<file path="config.mk">
export PLATFORM = sky130hd
export DESIGN_NAME = i2c_eeprom_master_top
export DESIGN_NICKNAME = d
export VERILOG_FILES = /design/src/rtl/core/i2cee_pkg.sv /design/src/rtl/core/i2cee_cfg.sv /design/src/rtl/core/i2cee_engine.sv /design/src/rtl/core/i2c_eeprom_master_top.sv
export SDC_FILE = /design/constraint.sdc
export NUM_CORES = 1
export LEC_CHECK = 0
export BUFFER_PORTS_ARGS = -buffer_cell sky130_fd_sc_hd__buf_4
export CORE_ASPECT_RATIO = 1.4
export CORE_UTILIZATION = 65
export CTS_CLUSTER_SIZE = 10
export DETAILED_ROUTE_END_ITERATION = 10
export PLACE_DENSITY_LB_ADDON = 0.2
export SLEW_MARGIN = 10
export SYNTH_ARGS = -nofsm -noshare
export SYNTH_HDL_FRONTEND = slang
export SYNTH_SLANG_ARGS = --single-unit
</file>
<file path="constraint.sdc">
create_clock -name clk -period 16.5 [get_ports clk]
set_input_delay 1.65 -clock clk [delete_from_list [all_inputs] [get_ports clk]]
set_output_delay 1.65 -clock clk [all_outputs]
set_load 0.005 [all_outputs]
</file>
<file path="src/rtl/core/i2cee_pkg.sv">
// shared types and constants for the i2c eeprom master
package i2cee_pkg;

    localparam int PAGE_BYTES = 5;

    localparam logic [2:0] CMD_NONE       = 3'd0;
    localparam logic [2:0] CMD_BYTE_WRITE = 3'd1;
    localparam logic [2:0] CMD_PAGE_WRITE = 3'd2;
    localparam logic [2:0] CMD_RAND_READ  = 3'd3;
    localparam logic [2:0] CMD_SEQ_READ   = 3'd4;

    localparam logic [3:0] REG_DEVICE_ADDRESS = 4'd0;
    localparam logic [3:0] REG_WORD_ADDRESS   = 4'd1;
    localparam logic [3:0] REG_SINGLE_BYTE    = 4'd2;
    localparam logic [3:0] REG_PAGE_BYTE0     = 4'd3;
    localparam logic [3:0] REG_PAGE_BYTE1     = 4'd4;
    localparam logic [3:0] REG_PAGE_BYTE2     = 4'd5;
    localparam logic [3:0] REG_PAGE_BYTE3     = 4'd6;
    localparam logic [3:0] REG_PAGE_BYTE4     = 4'd7;

    localparam logic [6:0] RST_DEVICE_ADDRESS = 7'd80;
    localparam logic [7:0] RST_WORD_ADDRESS   = 8'd85;
    localparam logic [7:0] RST_SINGLE_BYTE    = 8'd85;
    localparam logic [7:0] RST_PAGE_BYTE0     = 8'hF0;
    localparam logic [7:0] RST_PAGE_BYTE1     = 8'h0F;
    localparam logic [7:0] RST_PAGE_BYTE2     = 8'hAA;
    localparam logic [7:0] RST_PAGE_BYTE3     = 8'h55;
    localparam logic [7:0] RST_PAGE_BYTE4     = 8'h77;

    typedef struct packed {
        logic [6:0]                  device_address;
        logic [7:0]                  word_address;
        logic [7:0]                  single_byte;
        logic [PAGE_BYTES-1:0][7:0]  page_data;
    } i2cee_cfg_t;

    typedef struct packed {
        logic        scl_level;
        logic        sda_pull_low;
        logic        busy_res;
        logic        done_res;
        logic [7:0]  read_byte;
        logic        read_valid;
        logic [2:0]  read_index;
        logic        ack_missing;
        logic [15:0] write_sum;
        logic [15:0] read_sum;
        logic        sums_match;
    } i2cee_res_t;

endpackage

</file>
<file path="src/rtl/core/i2cee_cfg.sv">
// configuration register file of the i2c eeprom master
module i2cee_cfg
    import i2cee_pkg::*;
(
    input  logic        clk,
    input  logic        rst_n,
    input  logic        cfg_we,
    input  logic [3:0]  cfg_index,
    input  logic [7:0]  cfg_data,
    output i2cee_cfg_t  cfg
);

    i2cee_cfg_t cfg_reg;

    always_ff @(posedge clk or negedge rst_n)
    begin
        if (!rst_n)
        begin
            cfg_reg.device_address <= RST_DEVICE_ADDRESS;
            cfg_reg.word_address   <= RST_WORD_ADDRESS;
            cfg_reg.single_byte    <= RST_SINGLE_BYTE;
            cfg_reg.page_data[0]   <= RST_PAGE_BYTE0;
            cfg_reg.page_data[1]   <= RST_PAGE_BYTE1;
            cfg_reg.page_data[2]   <= RST_PAGE_BYTE2;
            cfg_reg.page_data[3]   <= RST_PAGE_BYTE3;
            cfg_reg.page_data[4]   <= RST_PAGE_BYTE4;
        end
        else if (cfg_we)
        begin
            case (cfg_index)
                REG_DEVICE_ADDRESS: cfg_reg.device_address <= cfg_data[6:0];
                REG_WORD_ADDRESS:   cfg_reg.word_address   <= cfg_data;
                REG_SINGLE_BYTE:    cfg_reg.single_byte    <= cfg_data;
                REG_PAGE_BYTE0:     cfg_reg.page_data[0]   <= cfg_data;
                REG_PAGE_BYTE1:     cfg_reg.page_data[1]   <= cfg_data;
                REG_PAGE_BYTE2:     cfg_reg.page_data[2]   <= cfg_data;
                REG_PAGE_BYTE3:     cfg_reg.page_data[3]   <= cfg_data;
                REG_PAGE_BYTE4:     cfg_reg.page_data[4]   <= cfg_data;
                default:            ;
            endcase
        end
    end

    assign cfg = cfg_reg;

endmodule

</file>
<file path="src/rtl/core/i2cee_engine.sv">
// bus sequencer: phase, quarter and bit state, advanced one tick per step
module i2cee_engine
    import i2cee_pkg::*;
(
    input  logic        clk,
    input  logic        rst_n,
    input  logic        step,
    input  logic [2:0]  command,
    input  logic        sda_in,
    input  i2cee_cfg_t  cfg,
    output i2cee_res_t  res
);

    typedef enum logic [3:0] {
        PH_IDLE, PH_START1, PH_DEVW, PH_ACK_DEVW, PH_WADDR, PH_ACK_WADDR,
        PH_DATA, PH_ACK_DATA, PH_START2, PH_DEVR, PH_ACK_DEVR, PH_READ,
        PH_MACK, PH_STOP
    } phase_t;

    phase_t      phase_reg, phase_next;
    logic [1:0]  quarter_reg, quarter_next;
    logic [2:0]  bit_reg, bit_next;
    logic [2:0]  byte_reg, byte_next;
    logic [7:0]  shifter_reg, shifter_next;
    logic [2:0]  cur_reg, cur_next;
    logic [15:0] write_reg, write_next;
    logic [15:0] read_reg, read_next;
    logic        nack_reg, nack_next;

    logic        start;
    phase_t      ph;
    logic [1:0]  q;
    logic [2:0]  bc;
    logic [2:0]  byc;
    logic        wrbit;
    logic        ack;
    logic        read_last;
    logic        more_pages;
    logic [7:0]  sh_in;
    logic [7:0]  load_byte;
    logic [2:0]  load_idx;

    always_comb
    begin
        start = (phase_reg == PH_IDLE) &&
                (command inside {CMD_BYTE_WRITE, CMD_PAGE_WRITE, CMD_RAND_READ, CMD_SEQ_READ});
        ph        = start ? PH_START1 : phase_reg;
        q         = start ? 2'd0 : quarter_reg;
        bc        = start ? 3'd0 : bit_reg;
        byc       = start ? 3'd0 : byte_reg;
        cur_next  = start ? command : cur_reg;
        nack_next = start ? 1'b0 : nack_reg;

        phase_next   = ph;
        quarter_next = q;
        bit_next     = bc;
        byte_next    = byc;
        shifter_next = shifter_reg;
        write_next   = write_reg;
        read_next    = read_reg;

        wrbit = (ph == PH_DEVW) || (ph == PH_WADDR) || (ph == PH_DATA) || (ph == PH_DEVR);
        ack   = (ph == PH_ACK_DEVW) || (ph == PH_ACK_WADDR) ||
                (ph == PH_ACK_DATA) || (ph == PH_ACK_DEVR);
        read_last  = (cur_next != CMD_SEQ_READ) ||
                     ({1'b0, byc} + 4'd1 >= 4'(PAGE_BYTES));
        more_pages = (cur_next == CMD_PAGE_WRITE) &&
                     ({1'b0, byc} + 4'd1 < 4'(PAGE_BYTES));
        sh_in = {shifter_reg[6:0], sda_in};

        // byte for the next data phase: first page byte, next page byte or single byte
        load_idx  = (ph == PH_ACK_DATA) ? (byc + 3'd1) : 3'd0;
        load_byte = cfg.single_byte;
        if (cur_next == CMD_PAGE_WRITE)
        begin
            load_byte = (load_idx < 3'(PAGE_BYTES)) ? cfg.page_data[load_idx] : 8'd0;
        end

        res = '0;
        res.scl_level = 1'b1;

        if (ph != PH_IDLE)
        begin
            res.busy_res  = 1'b1;
            res.scl_level = (q == 2'd1) || (q == 2'd2);
            if (ph == PH_START1 || ph == PH_START2)
            begin
                res.sda_pull_low = q[1];
            end
            else if (ph == PH_STOP)
            begin
                res.scl_level    = (q != 2'd0);
                res.sda_pull_low = !q[1];
            end
            else if (wrbit)
            begin
                res.sda_pull_low = !shifter_reg[7];
            end
            else if (ack)
            begin
                if (q == 2'd2 && sda_in)
                begin
                    nack_next = 1'b1;
                end
            end
            else if (ph == PH_READ)
            begin
                if (q == 2'd2)
                begin
                    shifter_next = sh_in;
                    if (bc == 3'd7)
                    begin
                        res.read_valid = 1'b1;
                        res.read_byte  = sh_in;
                        res.read_index = byc;
                        if (cur_next == CMD_SEQ_READ)
                        begin
                            read_next = read_reg + {8'd0, sh_in};
                        end
                    end
                end
            end
            else if (ph == PH_MACK)
            begin
                res.sda_pull_low = !read_last;
            end

            if (q != 2'd3)
            begin
                quarter_next = q + 2'd1;
            end
            else
            begin
                quarter_next = 2'd0;
                if (wrbit || ph == PH_READ)
                begin
                    if (bc != 3'd7)
                    begin
                        bit_next = bc + 3'd1;
                        if (wrbit)
                        begin
                            shifter_next = {shifter_reg[6:0], 1'b0};
                        end
                    end
                    else
                    begin
                        bit_next   = 3'd0;
                        phase_next = (ph == PH_READ) ? PH_MACK : phase_t'(ph + 4'd1);
                    end
                end
                else
                begin
                    case (ph)
                        PH_START1:
                        begin
                            shifter_next = {cfg.device_address, 1'b0};
                            phase_next   = PH_DEVW;
                        end
                        PH_ACK_DEVW:
                        begin
                            shifter_next = cfg.word_address;
                            phase_next   = PH_WADDR;
                        end
                        PH_ACK_WADDR:
                        begin
                            if (cur_next == CMD_BYTE_WRITE || cur_next == CMD_PAGE_WRITE)
                            begin
                                byte_next    = 3'd0;
                                shifter_next = load_byte;
                                if (cur_next == CMD_PAGE_WRITE)
                                begin
                                    write_next = write_reg + {8'd0, load_byte};
                                end
                                phase_next = PH_DATA;
                            end
                            else
                            begin
                                phase_next = PH_START2;
                            end
                        end
                        PH_ACK_DATA:
                        begin
                            if (more_pages)
                            begin
                                byte_next    = byc + 3'd1;
                                shifter_next = load_byte;
                                write_next   = write_reg + {8'd0, load_byte};
                                phase_next   = PH_DATA;
                            end
                            else
                            begin
                                phase_next = PH_STOP;
                            end
                        end
                        PH_START2:
                        begin
                            shifter_next = {cfg.device_address, 1'b1};
                            phase_next   = PH_DEVR;
                        end
                        PH_ACK_DEVR:
                        begin
                            byte_next    = 3'd0;
                            shifter_next = 8'd0;
                            bit_next     = 3'd0;
                            phase_next   = PH_READ;
                        end
                        PH_MACK:
                        begin
                            if (read_last)
                            begin
                                phase_next = PH_STOP;
                            end
                            else
                            begin
                                byte_next    = byc + 3'd1;
                                shifter_next = 8'd0;
                                phase_next   = PH_READ;
                            end
                        end
                        PH_STOP:
                        begin
                            res.done_res = 1'b1;
                            phase_next   = PH_IDLE;
                        end
                        default:
                        begin
                            phase_next = PH_IDLE;
                        end
                    endcase
                end
            end
        end

        res.ack_missing = nack_next;
        res.write_sum   = write_next;
        res.read_sum    = read_next;
        res.sums_match  = (write_next == read_next);
    end

    always_ff @(posedge clk or negedge rst_n)
    begin
        if (!rst_n)
        begin
            phase_reg   <= PH_IDLE;
            quarter_reg <= 2'd0;
            bit_reg     <= 3'd0;
            byte_reg    <= 3'd0;
            shifter_reg <= 8'd0;
            cur_reg     <= CMD_NONE;
            write_reg   <= 16'd0;
            read_reg    <= 16'd0;
            nack_reg    <= 1'b0;
        end
        else if (step)
        begin
            phase_reg   <= phase_next;
            quarter_reg <= quarter_next;
            bit_reg     <= bit_next;
            byte_reg    <= byte_next;
            shifter_reg <= shifter_next;
            cur_reg     <= cur_next;
            write_reg   <= write_next;
            read_reg    <= read_next;
            nack_reg    <= nack_next;
        end
    end

`ifndef NO_ASSERTIONS
    // an idle bus always restarts a transaction at the first quarter
    a_idle_quarter: assert property (@(posedge clk) disable iff (!rst_n)
        phase_reg == PH_IDLE |-> quarter_reg == 2'd0 && bit_reg == 3'd0)
        else $error("idle with nonzero quarter or bit count");

    // byte index always stays below the page size
    a_byte_range: assert property (@(posedge clk) disable iff (!rst_n)
        byte_reg < 3'(PAGE_BYTES))
        else $error("byte counter out of range");

    // sums only move on a step
    a_sums_hold: assert property (@(posedge clk) disable iff (!rst_n)
        !step |=> $stable(write_reg) && $stable(read_reg))
        else $error("sums changed without a step");
`endif

endmodule

</file>
<file path="src/rtl/core/i2c_eeprom_master_top.sv">
// top level of the i2c eeprom master: input register, sequencer, result register
//
// One input transfer is one quarter-bit tick of the bus: a command code and
// the sampled SDA level. Every input transfer yields exactly one result
// transfer with the SCL level and SDA pull-down to drive for that tick, plus
// busy/done, the received byte strobe, the sticky missing-ACK flag and the
// two running byte sums.
// Commands 1 to 4 start a transaction only while the bus is idle; any command
// seen while busy, and codes 0 and 5 to 7, are ignored.
// Each tick is captured in the input register, stepped through the sequencer
// into the result register and is valid there. Throughput is one tick per clock
// while the receiver does not stall, limited only by the single sequencer step
// between input and result register.
// When the receiver stalls, the result register holds and the input register
// fills, after which in_ready drops; nothing is lost or repeated.
// Configuration writes take effect at the clock edge of cfg_we and should be
// made only while the bus is idle.
// Reset (rst_n low, asynchronous) empties both registers, returns the bus to
// idle, clears the sums and the flag and loads the register defaults.
module i2c_eeprom_master_top
    import i2cee_pkg::*;
(
    input  logic        clk,
    input  logic        rst_n,
    input  logic        cfg_we,
    input  logic [3:0]  cfg_index,
    input  logic [7:0]  cfg_data,
    input  logic        in_valid,
    output logic        in_ready,
    input  logic [2:0]  command,
    input  logic        sda_in,
    output logic        out_valid,
    input  logic        out_ready,
    output logic        scl_level,
    output logic        sda_pull_low,
    output logic        busy_res,
    output logic        done_res,
    output logic [7:0]  read_byte,
    output logic        read_valid,
    output logic [2:0]  read_index,
    output logic        ack_missing,
    output logic [15:0] write_sum,
    output logic [15:0] read_sum,
    output logic        sums_match
);

    i2cee_cfg_t cfg;
    i2cee_res_t step_res;
    i2cee_res_t res_reg;

    logic       in_v_reg;
    logic [2:0] cmd_reg;
    logic       sda_reg;
    logic       out_v_reg;
    logic       advance;

    assign advance  = in_v_reg && (!out_v_reg || out_ready);
    assign in_ready = !in_v_reg || advance;

    always_ff @(posedge clk or negedge rst_n)
    begin
        if (!rst_n)
        begin
            in_v_reg <= 1'b0;
        end
        else if (in_ready)
        begin
            in_v_reg <= in_valid;
        end
    end

    always_ff @(posedge clk)
    begin
        if (in_ready && in_valid)
        begin
            cmd_reg <= command;
            sda_reg <= sda_in;
        end
    end

    i2cee_cfg u_cfg (
        .clk       (clk),
        .rst_n     (rst_n),
        .cfg_we    (cfg_we),
        .cfg_index (cfg_index),
        .cfg_data  (cfg_data),
        .cfg       (cfg)
    );

    i2cee_engine u_engine (
        .clk     (clk),
        .rst_n   (rst_n),
        .step    (advance),
        .command (cmd_reg),
        .sda_in  (sda_reg),
        .cfg     (cfg),
        .res     (step_res)
    );

    always_ff @(posedge clk or negedge rst_n)
    begin
        if (!rst_n)
        begin
            out_v_reg <= 1'b0;
        end
        else if (advance)
        begin
            out_v_reg <= 1'b1;
        end
        else if (out_ready)
        begin
            out_v_reg <= 1'b0;
        end
    end

    always_ff @(posedge clk)
    begin
        if (advance)
        begin
            res_reg <= step_res;
        end
    end

    assign out_valid    = out_v_reg;
    assign scl_level    = res_reg.scl_level;
    assign sda_pull_low = res_reg.sda_pull_low;
    assign busy_res     = res_reg.busy_res;
    assign done_res     = res_reg.done_res;
    assign read_byte    = res_reg.read_byte;
    assign read_valid   = res_reg.read_valid;
    assign read_index   = res_reg.read_index;
    assign ack_missing  = res_reg.ack_missing;
    assign write_sum    = res_reg.write_sum;
    assign read_sum     = res_reg.read_sum;
    assign sums_match   = res_reg.sums_match;

`ifndef NO_ASSERTIONS
    // stop completes with scl high and sda released
    a_done_bus: assert property (@(posedge clk) disable iff (!rst_n)
        out_valid && done_res |-> busy_res && scl_level && !sda_pull_low)
        else $error("done without a clean stop condition");

    // read bits are captured only while scl is high and sda is released
    a_read_sample: assert property (@(posedge clk) disable iff (!rst_n)
        out_valid && read_valid |-> scl_level && !sda_pull_low && busy_res)
        else $error("read byte completed outside a high scl read slot");

    // no stale read data without the strobe
    a_read_clear: assert property (@(posedge clk) disable iff (!rst_n)
        out_valid && !read_valid |-> read_byte == 8'd0 && read_index == 3'd0)
        else $error("read fields nonzero without read_valid");

    // a tick is only stepped when the result register can take it
    a_no_overwrite: assert property (@(posedge clk) disable iff (!rst_n)
        out_valid && !out_ready |-> !advance)
        else $error("result overwritten while stalled");
`endif

endmodule
</file>
==> impl_results.md, run 1 <==
* CP arrival at around 7.0 ns
* Fillers at between 1,000 and 1,500
* Clock-pin slew on the worst setup and hold paths at roughly 0.070 ns
* FF/Latch Area at between 4000 and 5000 sq um
* Crit-path max FO at 17
* Worst-Margin Slew at about 1.3 ns
* DR iter-0 viols at 622
* Share of cells above drive strength 1 at around 23%
* Clock Skew at 0.0119 ns
* Multi-input logic area at about 4700 sq um
* NumNets Final at 1,041
* Detailed Route WL at about 24,000 microns
* Max reg flops at 63
* Final std cells w/o fill at roughly 1,200
* GR Overflow Total at 0
* Cells after DPL at between 1,000 and 1,500
* Via count of the first global-routing pass at ~7,500
* Max-Cap Viols at 0
* Post-route DRC at 0
* Post-synth EDFFs at 54
* WS Path Type: flip-flop to flip-flop
* Starting Density at 66.9%
* RSZ-0062 raised after global routing: no
* Peak VDD IR at 0.0872 mV
* Status: finished, final reports clean
* Final slew viol count at 0
* Slowest stage cell, crit path: nor2_1
* Final HPWL DP at around 17,000 microns
* Synth cell types at 78
* Post-Synthesis Cells at 941
* I/O pin cnt at 73
* Pre-CTS WS at between 9 and 10 ns
* Core area at 14,500 sq um
* Sequential area share after synthesis at 48.3%
* Pleak at between 4 and 5 nW
* Stages on the worst setup path at 21
* Mean Syn Cell Area at around 10 sq um
* Critical path data required time at 16.75 ns
* Post-CTS setup buffers at 0
* Minimum hold slack at 0.498 ns
* Die ar. at 15,400 sq um
* FFs w/ async S/R, synth at ~69%
* Area grow syn2layout at 12.8%
* Reg2Reg Depth at 21
* TritonCTS buffer count at 17
* Row count at 52
* Maximum clock insertion buffer count at 2
* Cells along the critical path: or4_1 > or3_1 > nand2_4 > inv_1 > ha_1 > xnor2_1 > nor2_1 > a31oi_1 > o21ai_0 > ha_1 > inv_1 > fa_1 > nand3b_1 > a21bo_2 > a21oi_1 > nand2_1 > a21o_1 > a21oi_1 > xnor2_1 > nor4_1 > nor4b_2
* Pin count of the biggest net entering global routing at slightly below 80
* Synth Register Bits at roughly 180
* Relative slew slack at between 10% and 20%
* Hold buffer count at CTS at 0
* Setup violators final at 0
* Hold Crit Class: flip-flop to flip-flop
* Final GP Congestion at a little under 1
* Clock root cell: clkbuf_16
* Cts repair resizes at 0
* Slowest stage delay, CP at ~0.75 ns
* Cell area after synthesis at approximately 9700 sq um
* DR WL/cell at between 20 and 25 microns
* Fin Setup TNS at 0 ns
* Die X at approximately 110 microns
* Fmax at around 150 MHz
* # diodes at 0
* Vert. Die Dim at 147 microns
* Via count at 7,767
* Global-route wire length before repair at a little under 40,000 microns
* Syn Nets at 990
* CP top delay family: simple AND/OR/NAND/NOR gates
* CP endpoint kind: flip-flop
* Yosys warning count at 0
* Final WS setup at approximately 10 ns
* Pwr dens at between 100 and 150 nW/um^2
* Fin util at around three quarters
* Fin. Hold Viols at 0
* Detailed Routing Iterations Pass 1 at 6
* Initial antenna violation count at 0
* Tot GR Track Use at 33.0%
* Final period util at around 41%
* H-tree levels at 4
* Tmin final at 6.76 ns
* Post-route ant nets at 0
* Crit path launch type: flip-flop
* Port bufs at 72
* Hold Path Depth at 1
* Vias per cell at roughly 6.5
* Clk sink count at 175
* Worst path bufs/invs at 2
* Clock Latency Late Sink at roughly 0.44 ns
* CTS tree: done
* Main flop type after synthesis: dfrtp_1
synthesized netlist by cell type (8+ instances only):
cell type  count  area share, %
a211oi_1       8           0.62
a21o_1        10           0.77
a21oi_1       58            3.0
a31oi_1       10           0.64
and2_1        10           0.64
and3_1        12           0.77
clkbuf_1      36            1.4
dfrtp_1       89             23
dfstp_2       32            8.7
edfxtp_1      54             17
ha_1          26            3.4
inv_1         32            1.2
mux2_2        66            7.7
mux2i_1       17            1.8
nand2_1      104            4.0
nand2b_1      11           0.71
nand3_1       20            1.0
nand3b_1       9           0.70
nor2_1        59            2.3
nor2b_1        9           0.58
nor3_1        17           0.88
o21ai_0       58            3.0
o21ai_1       12           0.62
or3_1          9           0.58
xnor2_1       23            2.1
xor2_1        19            1.7
routing by layer:
layer	vias to the layer above	global-route usage, %	part of all wire [%]
li1	3535	-	-
met1	3741	37.5	37
met2	380	57.0	51
met3	111	6.03	5.9
met4	0	20.4	6.1
met5	-	0	0
where the power goes:
part           switching, W  total (W)  internal, W
Combinational      0.000337   0.000554     0.000217
Sequential        0.0000655   0.000609     0.000543
Clock              0.000177   0.000411     0.000234
logic make-up after synthesis:
group / synth area share [%]
adders and majority gates: 3.76
muxes: 9.64
buffers and inverters: 3.26
and+or+nand+nor: 15.3
AOI/OAI and AO/OA: 16.0
DFF: 48.3
xor gates and xnor gates: 3.79
final timing paths:
kind | start | end | slack, ns
worst max-delay path | u_engine.phase_reg[0] | sums_match | 9.74
max in group asynchronous | rst_n | u_cfg.cfg[13] | 13.85
min in group asynchronous | rst_n | u_engine.read_reg[12] | 1.26
worst max register to register | u_engine.phase_reg[0] | sums_match | 9.74
worst min register to register | u_engine.bit_reg[1] | u_engine.bit_reg[1] | 0.50
worst min-delay path | u_engine.bit_reg[1] | u_engine.bit_reg[1] | 0.50
metrics by stage:
stage | area (sq um) | power, W
2_1_floorplan | 9700 | 0.000991
3_3_place_gp | 10300 | 0.00113
3_5_place_dp | 10300 | 0.00115
4_1_cts | 10900 | 0.00156
5_1_grt | 10900 | 0.00165
6_report | 10900 | 0.00157
placed cells by master (no fill, tap or decap), types with 10 or more instances in the layout:
cell       instances
clkbuf_16         19
a21oi_1           58
dfstp_2           32
nor2_1            59
o21ai_0           58
edfxtp_1          54
xor2_1            19
xnor2_1           23
inv_1             32
mux2_2            66
o21ai_1           12
a21o_1            10
and2_1            10
mux2i_1           17
buf_4             79
nand2b_1          11
a31oi_1           10
nand3_1           20
and3_1            12
nor3_1            17
ha_1              26
nand2_1          104
dfrtp_1           89
worst register-to-register path: stages, from the launching register on:
cell and delay, ns:
dfrtp_1 0.52, or4_1 0.71, or3_1 0.65, nand2_4 0.25, inv_1 0.07, ha_1 0.22, xnor2_1 0.13, nor2_1 0.76
a31oi_1 0.16, o21ai_0 0.34, ha_1 0.25, inv_1 0.06, fa_1 0.42, nand3b_1 0.20, a21bo_2 0.22, a21oi_1 0.35
nand2_1 0.13, a21o_1 0.18, a21oi_1 0.25, xnor2_1 0.11, nor4_1 0.32, nor4b_2 0.29
area by class of cell:
class                   instances  area share, %
clock buffers                  21           4.50
clock inverters                11           1.04
inverters                      33           1.13
multi-input cells             686           42.9
flip-flops and latches        175           42.8
well taps                     189           2.16
repair buffers                 79           5.42
(Power assumes the default switching activity.)
==> inputs of run 2 (changes only) <==
--- a/config.mk
+++ b/config.mk
@@ -7,7 +7,7 @@
 export LEC_CHECK = 0
 export BUFFER_PORTS_ARGS = -buffer_cell sky130_fd_sc_hd__buf_4
 export CORE_ASPECT_RATIO = 1.4
-export CORE_UTILIZATION = 65
+export CORE_UTILIZATION = 61
 export CTS_CLUSTER_SIZE = 10
 export DETAILED_ROUTE_END_ITERATION = 10
 export PLACE_DENSITY_LB_ADDON = 0.2
==> constraint.sdc (replaced) <==
create_clock -name clk -period 6.6 [get_ports clk]
set_input_delay 0.66 -clock clk [delete_from_list [all_inputs] [get_ports clk]]
set_output_delay 0.66 -clock clk [all_outputs]
set_load 0.005 [all_outputs]
==> run 2 against run 1 <==
  * Combinational power rose to 2.6 times the previous value
  * Core utilization is 4.7 points lower
  * Sequential share of layout area shrank 0.19 points
  * Maximum frequency is 11% higher
  * Critical endpoint unchanged
  * Wire length up 3.3%
  * Sequential power up 150%
  * First-iteration DRC count decreased by 10%
  * Design area increased by 0.43%
  * Die area is 6.5% higher
  * Via count rose by 0.27%
  * Clock power rose by 140%
  * Worst hold slack got worse by 0.21 ns
==> impl_results.md, run 2 (synthesis gave the netlist of run 1 again) <==
* Via count of the first global-routing pass at 7,682 (+1.9%)
* Fin. Hold Viols at 0 (unchanged)
* CP top delay family: simple AND/OR/NAND/NOR gates
* CTS tree: done
* Initial antenna violation count at 0 (unchanged)
* Cts repair resizes at 0 (unchanged)
* Final HPWL DP at 17,900 microns (+3.5%)
* Critical path data required time at 6.86 ns (-9.89 ns)
* Post-CTS setup buffers at 0 (unchanged)
* Peak VDD IR at 0.189 mV (+120%)
* GR Overflow Total at 0 (unchanged)
* # diodes at 0 (unchanged)
* Maximum clock insertion buffer count at 2 (unchanged)
* Net Sw Frac at 37.2% (+0.39 points)
* Internal at 0.00247 W (+150%)
* Clock power frac at 25.2% (-0.9 points)
* Global-route wire length before repair at 40,000 microns (+2.7%)
* Relative slew slack at 39.0% (+26 points)
* CP endpoint kind: flip-flop
* Status: finished, final reports clean
* DR iter-0 viols at 560 (-10%)
* Clock Skew at 0.00935 ns (-0.00251 ns)
* Commonest non-fill, non-tap cell in the layout: nand2_1
* Multi-input logic area at 4710 sq um (+0.21%)
* Final period util at 92.2% (+51 points)
* Met3 routed WL at 1340 microns (-7.3%)
* Fin util at 70.8% (-4.7 points)
* Clock-pin slew on the worst setup and hold paths at 0.07 ns (about the same)
* Minimum hold slack at 0.292 ns (-0.206 ns)
* Pin count of the biggest net entering global routing at 77 (unchanged)
* Tmin final at 6.09 ns (-0.670 ns)
* Die ar. at 16,400 sq um (+6.5%)
* Total power at 0.00393 W (+150%)
* Reg2Reg Depth at 21 (unchanged)
* M1 WL at 9470 microns (+5.8%)
* Net Sw Power at 0.00146 W (+150%)
* CP arrival at 6.34 ns (-0.67 ns)
* Via count at 7,788 (+0.27%)
* Share of cells above drive strength 1 at 23.6% (+0.63 points)
* Worst path bufs/invs at 2 (unchanged)
* Hold buffer count at CTS at 0 (unchanged)
* Fin Setup TNS at 0 ns (unchanged)
* H-tree levels at 4 (unchanged)
* Vias per cell at 6.45 (-0.89%)
* Reg2reg start: u_engine.phase_reg[1]
* FF-to-FF End: sums_match
* Tot GR Track Use at 32.6% (-0.33 points)
* Post-route ant nets at 0 (unchanged)
* TritonCTS buffer count at 17 (unchanged)
* Clk sink count at 175 (unchanged)
* Clock root cell: clkbuf_16
* Port bufs at 72 (unchanged)
* Most frequent cells in the layout: nand2_1, dfrtp_1, buf_4
* Row count at 54 (+3.8%)
* Area grow syn2layout at 13.3%
* Hold Crit Class: primary input to asynchronous set/reset pin
* Pre-CTS WS at 0.423 ns (-9.47 ns)
* Fmax at 164 MHz (+11%)
* Worst-Margin Slew at 0.915 ns (-0.386 ns)
* Metal2 WL at 13,100 microns (+4.5%)
* Die X at 109 microns (+3.2%)
* Slowest stage delay, CP at 0.65 ns (-0.10 ns)
* Setup violators final at 0 (unchanged)
* Max-Cap Viols at 0 (unchanged)
* Post-route DRC at 0 (unchanged)
* Core area at 15,500 sq um (+7.1%)
* WS Path Type: flip-flop to flip-flop
* Detailed Routing Iterations Pass 1 at 6 (unchanged)
* Final GP Congestion at 0.935 (-4.1%)
* Max reg flops at 63 (unchanged)
* Vert. Die Dim at 151 microns (+3.2%)
* NumNets Final at 1,049 (+0.77%)
* Combinational share of power at 36.2% (+1.0 points)
* Slowest stage cell, crit path: or4_4
* I/O pin cnt at 73 (unchanged)
* Pleak at 4.75 nW (+0.56%)
* Fillers at 1,182 (+16%)
* Starting Density at 62.4% (-4.4 points)
* Max Used Layer: met4
* Share of power burned in registers at 38.7% (about the same)
* Crit path launch type: flip-flop
* Clock Latency Late Sink at 0.43 ns (about the same)
* Pwr dens at 357 nW/um^2 (+150%)
* R2r setup slk at 0.51 ns (-9.23 ns)
* Cells along the critical path: or4_4 > or3_1 > nand2_4 > inv_1 > ha_1 > and2_1 > a311oi_1 > a31oi_1 > o21ai_0 > ha_1 > inv_1 > fa_1 > nand3b_1 > a21bo_2 > a21oi_2 > nand2_1 > a21o_1 > a21oi_1 > xnor2_1 > nor4_1 > nor4b_2
* Final slew viol count at 0 (unchanged)
* Final WS setup at 0.515 ns (-9.23 ns)
* DR WL/cell at 20.9 microns (+2.1%)
* Detailed Route WL at 25,200 microns (+3.3%)
* Crit-path max FO at 12 (-5)
* FF/Latch Area at 4690 sq um (unchanged)
-- run 2: how the worst max path moves through the flow --
stage                                      from    endpoint  depth (start not counted)
after floorplan           u_engine.phase_reg[0]  sums_match                         24
after global routing      u_engine.phase_reg[0]  sums_match                         21
after detailed placement  u_engine.phase_reg[0]  sums_match                         20
final                     u_engine.phase_reg[1]  sums_match                         21
after global placement    u_engine.phase_reg[0]  sums_match                         21
after CTS                 u_engine.phase_reg[0]  sums_match                         21
-- run 2: power groups by stage --
stage / clock network [W] / logic (W) / registers, W
2_1_floorplan: 0 / 0.00101 / 0.00147
3_3_place_gp: 0 / 0.00136 / 0.00153
3_5_place_dp: 0 / 0.00137 / 0.00153
4_1_cts: 0.000999 / 0.00139 / 0.00151
5_1_grt: 0.00104 / 0.00156 / 0.00154
6_report: 0.000990 / 0.00142 / 0.00152
-- run 2: layer usage --
| layer | up-vias | GRT usage (%) |
|---|---|---|
| met1 | 3814 | 37.2 |
| met3 | 102 | 6.28 |
| met2 | 320 | 56.8 |
| met4 | 0 | 18.2 |
| li1 | 3552 | - |
| met5 | - | 0 |
-- run 2: final cells by class --
class,instances,share of cell area [%]
Clock buffer,23,4.65
Inverter,33,1.13
Sequential cell,175,42.6
Multi-Input combinational cell,686,42.8
Clock inverter,8,0.580
Timing Repair Buffer,87,5.94
Tap cell,196,2.23
-- run 2: metrics by stage --
step	cell area (sq um)	instances
2_1_floorplan	9700	941
3_3_place_gp	10400	1177
3_5_place_dp	10400	1177
4_1_cts	11000	1208
5_1_grt	11000	1208
6_report	11000	1208
